[src/sv/btalloc_pkg.sv]
package btalloc_pkg;

   localparam int TABLE_SIZE    = 201;
   localparam int LAST_IDX      = TABLE_SIZE - 1;
   localparam int ENTRIES       = TABLE_SIZE * TABLE_SIZE;
   localparam int ADDR_W        = $clog2(ENTRIES);
   localparam int GRID_OFFSET   = 100;
   localparam int IDX_W         = 8;
   localparam int DATA_W        = 16;
   localparam int FRAC_BITS_DEF = 8;
   localparam int FRAC_MAX      = 16;
   localparam int CMD_DEPTH     = 2;
   localparam int RSP_DEPTH     = 4;

   typedef enum logic [1:0] {
      MODE_WR_LEFT  = 2'd0,
      MODE_WR_RIGHT = 2'd1,
      MODE_QUERY    = 2'd2
   } mode_type;

   typedef struct packed {
      mode_type                   kind;
      logic [IDX_W-1:0]           row;
      logic [IDX_W-1:0]           row_nx;
      logic [IDX_W-1:0]           col;
      logic [IDX_W-1:0]           col_nx;
      logic [FRAC_MAX-1:0]        wrow;
      logic [FRAC_MAX-1:0]        wcol;
      logic signed [DATA_W-1:0]   value;
   } cmd_type;

   typedef struct packed {
      logic signed [DATA_W-1:0]   left_drive;
      logic signed [DATA_W-1:0]   right_drive;
   } rsp_type;

endpackage

[src/sv/btalloc_front.sv]
module btalloc_front #(
   parameter int FRAC_BITS = btalloc_pkg::FRAC_BITS_DEF
) (
   input  logic                                   req_valid,
   output logic                                   req_stall,
   input  logic [1:0]                             req_mode,
   input  logic signed [btalloc_pkg::DATA_W-1:0]  req_force_x,
   input  logic signed [btalloc_pkg::DATA_W-1:0]  req_moment_n,
   input  logic [btalloc_pkg::IDX_W-1:0]          req_entry_row,
   input  logic [btalloc_pkg::IDX_W-1:0]          req_entry_col,
   input  logic signed [btalloc_pkg::DATA_W-1:0]  req_entry_value,
   input  logic                                   cmd_full,
   output logic                                   cmd_push,
   output btalloc_pkg::cmd_type                   cmd_data
);

   import btalloc_pkg::*;

   localparam int SW = (FRAC_BITS + 9 > DATA_W + 1) ? FRAC_BITS + 9 : DATA_W + 1;
   localparam logic signed [SW-1:0] LIM = SW'(GRID_OFFSET * (2 ** FRAC_BITS));

   logic signed [SW-1:0] fx_ext, mn_ext, fx_sat, mn_sat;
   logic [SW-1:0]        fx_u, mn_u;
   logic [IDX_W-1:0]     fx_i, mn_j;
   logic                 accept, is_query, is_write, wr_ok;

   assign req_stall = cmd_full;
   assign accept    = req_valid && !req_stall;
   assign is_query  = (req_mode == MODE_QUERY);
   assign is_write  = req_mode inside {MODE_WR_LEFT, MODE_WR_RIGHT};
   assign wr_ok     = (req_entry_row < IDX_W'(TABLE_SIZE)) && (req_entry_col < IDX_W'(TABLE_SIZE));
   assign cmd_push  = accept && (is_query || (is_write && wr_ok));

   always_comb begin
      fx_ext = SW'(req_force_x);
      mn_ext = SW'(req_moment_n);
      if (fx_ext > LIM) begin
         fx_sat = LIM;
      end else if (fx_ext < -LIM) begin
         fx_sat = -LIM;
      end else begin
         fx_sat = fx_ext;
      end
      if (mn_ext > LIM) begin
         mn_sat = LIM;
      end else if (mn_ext < -LIM) begin
         mn_sat = -LIM;
      end else begin
         mn_sat = mn_ext;
      end
      fx_u = fx_sat + LIM;
      mn_u = mn_sat + LIM;
      fx_i = fx_u[FRAC_BITS +: IDX_W];
      mn_j = mn_u[FRAC_BITS +: IDX_W];
   end

   always_comb begin
      case (req_mode)
         MODE_WR_LEFT:  cmd_data.kind = MODE_WR_LEFT;
         MODE_WR_RIGHT: cmd_data.kind = MODE_WR_RIGHT;
         default:       cmd_data.kind = MODE_QUERY;
      endcase
      cmd_data.value = req_entry_value;
      cmd_data.wrow  = FRAC_MAX'(fx_u[FRAC_BITS-1:0]);
      cmd_data.wcol  = FRAC_MAX'(mn_u[FRAC_BITS-1:0]);
      if (is_query) begin
         cmd_data.row    = fx_i;
         cmd_data.row_nx = (fx_i == IDX_W'(LAST_IDX)) ? fx_i : fx_i + 1'b1;
         cmd_data.col    = mn_j;
         cmd_data.col_nx = (mn_j == IDX_W'(LAST_IDX)) ? mn_j : mn_j + 1'b1;
      end else begin
         cmd_data.row    = req_entry_row;
         cmd_data.row_nx = req_entry_row;
         cmd_data.col    = req_entry_col;
         cmd_data.col_nx = req_entry_col;
      end
   end

endmodule

[config.mk]
export PLATFORM = sky130hd
export DESIGN_NAME = btalloc_front
export DESIGN_NICKNAME = d
export VERILOG_FILES = /design/src/sv/btalloc_pkg.sv /design/src/sv/btalloc_front.sv
export SDC_FILE = /design/constraint.sdc
export NUM_CORES = 1
export LEC_CHECK = 0
export ABC_CLOCK_PERIOD_IN_PS = 5600
export BUFFER_PORTS_ARGS = -buffer_cell sky130_fd_sc_hd__buf_2
export CORE_ASPECT_RATIO = 1.75
export CORE_MARGIN = 2
export CORE_UTILIZATION = 42
export DETAILED_ROUTE_END_ITERATION = 10
export PLACE_DENSITY_LB_ADDON = 0.3
export SLEW_MARGIN = 20
export SYNTH_ARGS = -nofsm -noshare
export SYNTH_HDL_FRONTEND = slang
export SYNTH_SLANG_ARGS = --single-unit
export TNS_END_PERCENT = 100
[constraint.sdc]
create_clock -name vclk -period 5.6
set_input_delay 1.12 -clock vclk [all_inputs]
set_output_delay 1.12 -clock vclk [all_outputs]
set_load 0.01 [all_outputs]
==> out/results.ini <==
[critical_path]
startpoint_type = primary input
endpoint_kind = output pin
crit_fanout = 8
arrival_ns = 4.23
crit_required_ns = 4.48
critical_path_class = in2out

[die]
die_w_um = 54.47
initial_core_util = 0.4289
die_y_um = 92.31
io_pins = 152
std_cell_rows = 32
core_area_mm2 = 0.004364
dieArea_mm2 = 0.005028

[sta]
finalCritPeriodShare = 0.9549
fin_setup_tns_ns = 0
finalCriticalPeriod_ns = 5.347
finalHoldViolCount = 0
worstMarginPinSlew_ns = 0.6069
rsz0062_at_grt = no
fmax_mhz = 187.0
final-setup-viol-count = 0
slew_headroom = 0.5954
slew_violations = 0
setup_slack_ns = 0.2526

[min_path]
min_path_type = in2out

[global_route]
grt_max_degree = 36
grt_pass1_vias = 2083
track_usage = 0.2155
grt_overflow = 0
antenna_found_initial = 0
grt_first_pass_wirelength_mm = 8.549

[logic_synthesis]
syn_inst = 288
synth_common_cells = 35 x nand2_1, 34 x buf_4, 23 x nor2_1
synth_cell_types = 55
yosys-top-cells-area = buf_4 14%, ha_1 8.0%, nand2_1 7.0%, and2_1 6.4%, a21oi_1 5.1%
yosys_warnings = 0
syn_area_mm2 = 0.001872
synth.most_common_cell = nand2_1
yosys.area.top_type = buf_4
synth.avg_cell_area_um2 = 6.499
yosys.area.top_type_share = 0.1364
yosysSeqAreaShare = 0

[route]
drt_iter0_drc = 20
ant_nets = 0
via_count = 2219
via_per_inst = 5.321
wl_mm = 5.415
dr.pass1.iters = 5
drcViolationCount = 0
wire_per_inst_um = 12.99

[job]
cap_violations = 0

[finish]
insertedDiodeCount = 0
fill_cells = 497
syn2layout_area_growth_pct = 19.92
num-clock-buffers = 0
fin_nets = 448
multi_input_comb_area_mm2 = 0.001559
seq_cells = 0
fin_util = 0.5143
drive_gt1_frac = 0.3552
seqCellArea_um2 = 0

[cts]
postCtsSetupRepairBufs = 0
ctsResizeCount = 0
cts.hold.buffers_added = 0

[run_status]
outcome = completed

[placed_design]
numPortBuffers = 104
gp_congestion = 0.8656
dp.final_hpwl_mm = 4.707
pre_cts_slack_ns = 0.3243

[power_and_ir_drop]
p_per_area_mw_per_mm2 = 105.8
report.power.total_uw = 237.4
leakage_uw = 0.001167
ir_drop_mv = 0.05157

[layer usage]
metal	global-route usage	part of all wire	routed length, um
met2	0.4357	0.58	3150
met1	0.2041	0.33	1805
met5	0	0	0
met4	0.06667	0.031	167
met3	0.02258	0.054	291
[cell families after synthesis]
| group | after synthesis | share of synthesized area |
|---|---|---|
| other | 1 | 0.002003 |
| AND/OR/NAND/NOR | 130 | 0.3984 |
| multiplexers | 6 | 0.03275 |
| adder cells (fa/ha/maj) | 12 | 0.08021 |
| buffers and inverters | 60 | 0.1985 |
| XOR/XNOR | 15 | 0.07019 |
| AO/OA/AOI/OAI | 64 | 0.2179 |
[metrics by stage]
step	instance area [um2]	std cells	hold slack [ns]
after global placement	2242	417	2.240
after CTS	2242	417	2.240
final	2245	417	2.240
after detailed placement	2242	417	2.240
after floorplan	1928	303	2.286
after global routing	2245	417	2.240
[path summary, 6_finish.rpt]
kind | end | startpoint | cells after the start | slack (ns)
max | cmd_data[67] | req_force_x[12] | 16 | 0.25
min | cmd_data[11] | req_entry_value[11] | 0 | 2.24
[critical path, cell delays in order]
cell and delay [ns]:
buf_2 0.18, nand3_1 0.14, nand2_1 0.10, nand2_1 0.06
ha_1 0.31, a211oi_2 0.29, inv_1 0.16, ha_1 0.23
a21o_1 0.18, a21oi_1 0.16, o22ai_1 0.21, and2_1 0.23
a32oi_1 0.18, a21oi_1 0.09, o41ai_1 0.40, buf_2 0.20
[power by group]
| group | switching [uW] | internal [uW] |
|---|---|---|
| combinational | 140 | 97.6 |
| sequential | 0 | 0 |
| clock | 0 | 0 |
[cell usage in the layout, fill, tap and decap left out, drive strengths merged, types with 7 or more instances in the layout]
master | netlist | routed
a21oi | 21 | 21
nor3 | 12 | 12
o21ai | 19 | 19
ha | 12 | 12
conb | 1 | 16
and2 | 19 | 19
inv | 11 | 11
buf | 39 | 112
xnor2 | 9 | 9
nand3 | 8 | 8
nand2b | 7 | 7
nor2 | 23 | 23
nand2 | 36 | 36
[layout make-up]
cell class	count	share of cell area
multi-input combinational	243	0.6945
timing repair buffer	112	0.2586
tap	51	0.02843
inverter	11	0.01839
No activity file was read; power rests on OpenSTA's default activity.
