`src/sv/btalloc_pkg.sv`:
```
package btalloc_pkg;

   localparam int TABLE_SIZE    = 201;
   localparam int LAST_IDX      = TABLE_SIZE - 1;
   localparam int ENTRIES       = TABLE_SIZE * TABLE_SIZE;
   localparam int ADDR_W        = $clog2(ENTRIES);
   localparam int GRID_OFFSET   = 100;
   localparam int IDX_W         = 8;
   localparam int DATA_W        = 16;
   localparam int FRAC_BITS_DEF = 8;
   localparam int FRAC_MAX      = 16;
   localparam int CMD_DEPTH     = 2;
   localparam int RSP_DEPTH     = 4;

   typedef enum logic [1:0] {
      MODE_WR_LEFT  = 2'd0,
      MODE_WR_RIGHT = 2'd1,
      MODE_QUERY    = 2'd2
   } mode_type;

   typedef struct packed {
      mode_type                   kind;
      logic [IDX_W-1:0]           row;
      logic [IDX_W-1:0]           row_nx;
      logic [IDX_W-1:0]           col;
      logic [IDX_W-1:0]           col_nx;
      logic [FRAC_MAX-1:0]        wrow;
      logic [FRAC_MAX-1:0]        wcol;
      logic signed [DATA_W-1:0]   value;
   } cmd_type;

   typedef struct packed {
      logic signed [DATA_W-1:0]   left_drive;
      logic signed [DATA_W-1:0]   right_drive;
   } rsp_type;

endpackage

```
`src/sv/btalloc_fifo.sv`:
```
module btalloc_fifo #(
   parameter int WIDTH = btalloc_pkg::DATA_W,
   parameter int DEPTH = btalloc_pkg::CMD_DEPTH
) (
   input  logic                       clock,
   input  logic                       reset,
   input  logic                       push,
   input  logic [WIDTH-1:0]           wdata,
   output logic                       full,
   input  logic                       pop,
   output logic [WIDTH-1:0]           rdata,
   output logic                       valid,
   output logic [$clog2(DEPTH+1)-1:0] count
);

   localparam int PW = (DEPTH > 1) ? $clog2(DEPTH) : 1;
   localparam int CW = $clog2(DEPTH + 1);

   logic [WIDTH-1:0] mem_ff [DEPTH];
   logic [PW-1:0]    wr_ptr_ff, wr_ptr_in;
   logic [PW-1:0]    rd_ptr_ff, rd_ptr_in;
   logic [CW-1:0]    count_ff, count_in;
   logic             do_push, do_pop;

   assign full    = (count_ff == CW'(DEPTH));
   assign valid   = (count_ff != '0);
   assign count   = count_ff;
   assign rdata   = mem_ff[rd_ptr_ff];
   assign do_push = push && !full;
   assign do_pop  = pop && valid;

   always_comb begin
      wr_ptr_in = wr_ptr_ff;
      rd_ptr_in = rd_ptr_ff;
      count_in  = count_ff;
      if (do_push) begin
         wr_ptr_in = (wr_ptr_ff == PW'(DEPTH - 1)) ? '0 : wr_ptr_ff + 1'b1;
      end
      if (do_pop) begin
         rd_ptr_in = (rd_ptr_ff == PW'(DEPTH - 1)) ? '0 : rd_ptr_ff + 1'b1;
      end
      if (do_push && !do_pop) begin
         count_in = count_ff + 1'b1;
      end else if (do_pop && !do_push) begin
         count_in = count_ff - 1'b1;
      end
   end

   always_ff @(posedge clock) begin
      if (reset) begin
         wr_ptr_ff <= '0;
         rd_ptr_ff <= '0;
         count_ff  <= '0;
      end else begin
         wr_ptr_ff <= wr_ptr_in;
         rd_ptr_ff <= rd_ptr_in;
         count_ff  <= count_in;
      end
   end

   always_ff @(posedge clock) begin
      if (do_push) begin
         mem_ff[wr_ptr_ff] <= wdata;
      end
   end

endmodule

```
`config.mk`:
```
export PLATFORM = sky130hd
export DESIGN_NAME = btalloc_fifo
export DESIGN_NICKNAME = d
export VERILOG_FILES = /design/src/sv/btalloc_pkg.sv /design/src/sv/btalloc_fifo.sv
export SDC_FILE = /design/constraint.sdc
export NUM_CORES = 1
export LEC_CHECK = 0
export ABC_CLOCK_PERIOD_IN_PS = 1700
export BUFFER_PORTS_ARGS = -buffer_cell sky130_fd_sc_hd__buf_4
export CORE_MARGIN = 2
export CORE_UTILIZATION = 45
export CTS_CLUSTER_DIAMETER = 150
export DETAILED_ROUTE_END_ITERATION = 8
export GPL_TIMING_DRIVEN = 0
export HOLD_SLACK_MARGIN = 0.15
export PLACE_DENSITY_LB_ADDON = 0.12
export SYNTH_ARGS = -nofsm -noshare
export SYNTH_HDL_FRONTEND = slang
export SYNTH_SLANG_ARGS = --single-unit
```
`constraint.sdc`:
```
create_clock -name clock -period 1.7 [get_ports clock]
set_input_delay 0.255 -clock clock [delete_from_list [all_inputs] [get_ports clock]]
set_output_delay 0.255 -clock clock [all_outputs]
set_load 0.03 [all_outputs]
```
==> results.md <==
- Vias per Instance: 4.702
- Netlist area before placement: 1371 µm²
- Proportion of netlist area held by the largest area contributor: 70.07%
- Delay-heaviest family, CP: multiplexers
- Net switching power: 0.9721 mW
- Worst reg-to-reg path cell count: 4
- R2R Path End: count[1]
- Fin util: 66.68%
- Measured slew at the worst slew-check pin: 0.4163 ns
- Total stage count of the critical path: 3
- Initial antenna violation count: 0
- Sw frac: 33.90%
- Final worst-path cycle share: 94.97%
- Top cell type by total area after synthesis: edfxtp_1
- Largest net degree at the start of global routing: 17
- Pwr Density: 1444 nW/µm²
- CTS Root Cell: clkbuf_4
- Total gr overflow: 0
- Final setup viols: 0
- Pleak: 0.7678 nW
- #FFs+latches synth: 37
- Hold_sp: push
- Startpoint class of the critical path: register
- Crit path buffers/inverters: 2
- Cell variety after synth: 14
- Internal power: 1.895 mW
- Status: completed
- Sequential share of the synthesized area: 77.37%
- Clk sinks: 37
- Die height: 59.20 µm
- Maximum clock path buffer count: 2
- Layout area overhead: 44.80%
- DRC: 0
- Clk pwr share: 16.1%
- Clock slew at the register clock pins of the worst setup and hold paths: 0.10 ns
- Placement Setup Slack: 0.1013 ns
- Crit end category: output pin
- Post-DRT Antenna Nets: 0
- VDD IR-drop max: 0.9012 mV
- CP arrival: 1.36 ns
- H-tree Lvls: 2
- Vias: 804
- Crit-path max cell delay: 0.36 ns
- Worst setup margin: 0.08551 ns
- Internal reg-to-reg setup slack: 0.15 ns
- Cells after Synth: 75
- 1st-pass router iterations: 4
- Setup CP Type: reg2out
- Post-route cell area: 1986 µm²
- Fill count: 215
- CTS tree: yes
- Critical path, cell by cell: buf_6 -> mux2_2 -> buf_4
- Reg2reg start: count[0]
- Avg Cell Area, Syn: 18.28 µm²
- DRT iter0 DRCs: 25
- Max_slew headroom: 72.25%
- Yosys warning count: 0
- Fin Hold WS: 0.3220 ns
- GPL Wtd Cong: 0.7251
- WHS Path Cells: 4
- Total power: 2.867 mW
- Core Region: 2978 µm²
- Fmax: 0.6194 GHz
- Placed Area: 1715 µm²
- GRT Total Usage: 13.77%
- Layout cells sized above 1: 49.28%
- Hold Crit Endpoint: wr_ptr_ff
- # IOs: 40
- # rows: 20
- Multi-input gate area: 299.0 µm²
- Clk_skew: 0.01207 ns
- Fin nets: 158
- Final Slew Violations: 0
- WL/cell: 12.73 µm
- Total Routed Length: 2177 µm
- Period minus WS final: 1.614 ns
- Width of the die: 59.20 µm
- RSZ-0062 raised after global routing: no
- Worst Hold Class: in2reg
- Syn_nets: 96
- Post-CTS setup buffer count: 0
- Die area: 3505 µm²
- Skew-Pair Late Insertion Delay: 0.33 ns
- Final Hold Viols: 0
- Register area: 1064 µm²
- Placed wire-length estimate: 1385 µm
- Num CTS Buffers: 5
- Area contributors post-synth: edfxtp_1 70%, mux2_2 13%, dfxtp_1 7.3%
- ANT cells: 0
- Combinational fraction of design power: 41.6%
- CP max FO: 16
- First-pass GRT wire length: 3374 µm
- Slowest cell on the critical path: mux2_2
- Max-cap violations: 0
- Sequential share of power: 42.3%
- IO Port Bufs: 39
- Vias in the first global route: 796
- Required @ worst endpoint: 1.44 ns
- Initial Utilization: 46.05%
## worst reg2reg max path: stages, from the launching register on
cell and delay [ns]:
dfxtp_2 0.37, o21ai_0 0.29, ha_1 0.32, or3_1 0.35
a21oi_1 0.15
## area by class of cell
type	instances	area share, %
sequential	37	53.56
timing repair buffer	56	25.20
multi-input combinational	34	15.06
clock buffer	8	2.962
tap	33	2.079
buffer	1	0.5671
inverter	2	0.5671
## how the worst max path moves through the flow
| stage | start | endpoint | slack (ns) |
|---|---|---|---|
| 2_1_floorplan | count[1] | count[1] | -0.08 |
| 3_3_place_gp | register | rdata[12] | 0.12 |
| 3_5_place_dp | count[0] | count[1] | 0.10 |
| 4_1_cts | register | rdata[12] | -0.01 |
| 5_1_grt | register | rdata[0] | 0.008 |
| 6_report | register | rdata[0] | 0.09 |
## stage by stage
step / cells / setup TNS [ns]
6_report: 171 / 0
5_1_grt: 171 / 0
4_1_cts: 172 / -0.02891
3_5_place_dp: 147 / 0
3_3_place_gp: 147 / 0
2_1_floorplan: 75 / -0.08242
## registers in the layout (all words and copies together) (netlist names), named ones only
| name | flops |
|---|---|
| wr_ptr_ff | 1 |
| mem_ff | 32 |
| rd_ptr_ff | 1 |
| count | 2 |
## kinds of logic after synthesis
kind of cell             count (synthesis)  synth area share (%)
flip-flops                              37                 77.37
multiplexers                            16                 13.14
AND/OR/NAND/NOR                          9                 3.559
AO/OA/AOI/OAI                            5                 1.825
buffers and inverters                    4                 1.278
XOR/XNOR                                 3                 1.916
adder cells (fa/ha/maj)                  1                0.9123
## power groups by stage
stage	Combinational [mW]	Clock (mW)	Sequential [mW]
after floorplan	0.714	0	1.26
after global placement	1.10	0	1.22
after detailed placement	1.11	0	1.23
after CTS	1.24	0.483	1.21
after global routing	1.28	0.513	1.23
final	1.19	0.460	1.21
## Yosys cell counts (all sizes together)
master / number
inv: 2
mux2: 16
a21oi: 2
edfxtp: 32
and2: 1
or2: 1
xor2: 3
dfxtp: 5
o21ai: 3
ha: 1
or3: 2
nor2b: 1
nor2: 4
buf: 2
## repair_timing
| action | in CTS | in global routing |
|---|---|---|
| setup endpoints to repair | 10 | 11 |
| endpoints found under the hold margin | 37 | 0 |
| gates resized for setup | 16 | 1 |
| gates cloned | 0 | 0 |
| hold buffers | 17 | 0 |
## layer usage
metal | vias up | GRT usage [%] | share of wire, %
li1 | 405 | - | -
met1 | 361 | 15.50 | 42
met2 | 30 | 21.51 | 49
met3 | 8 | 5.022 | 6.6
met4 | 0 | 9.740 | 2.8
met5 | - | 0 | 0
## cells in the final DEF (no fill, tap or decap), drive strengths merged
master        n
nor2b         1
or2           1
or3           2
o21ai         3
mux2         16
edfxtp       32
a21oi         2
buf          40
clkinvlp      1
inv           1
nor2          4
and2          1
dfxtp         5
ha            1
xor2          3
dlygate4sd3  17
clkbuf        8
No activity file was read; power rests on OpenSTA's default activity.
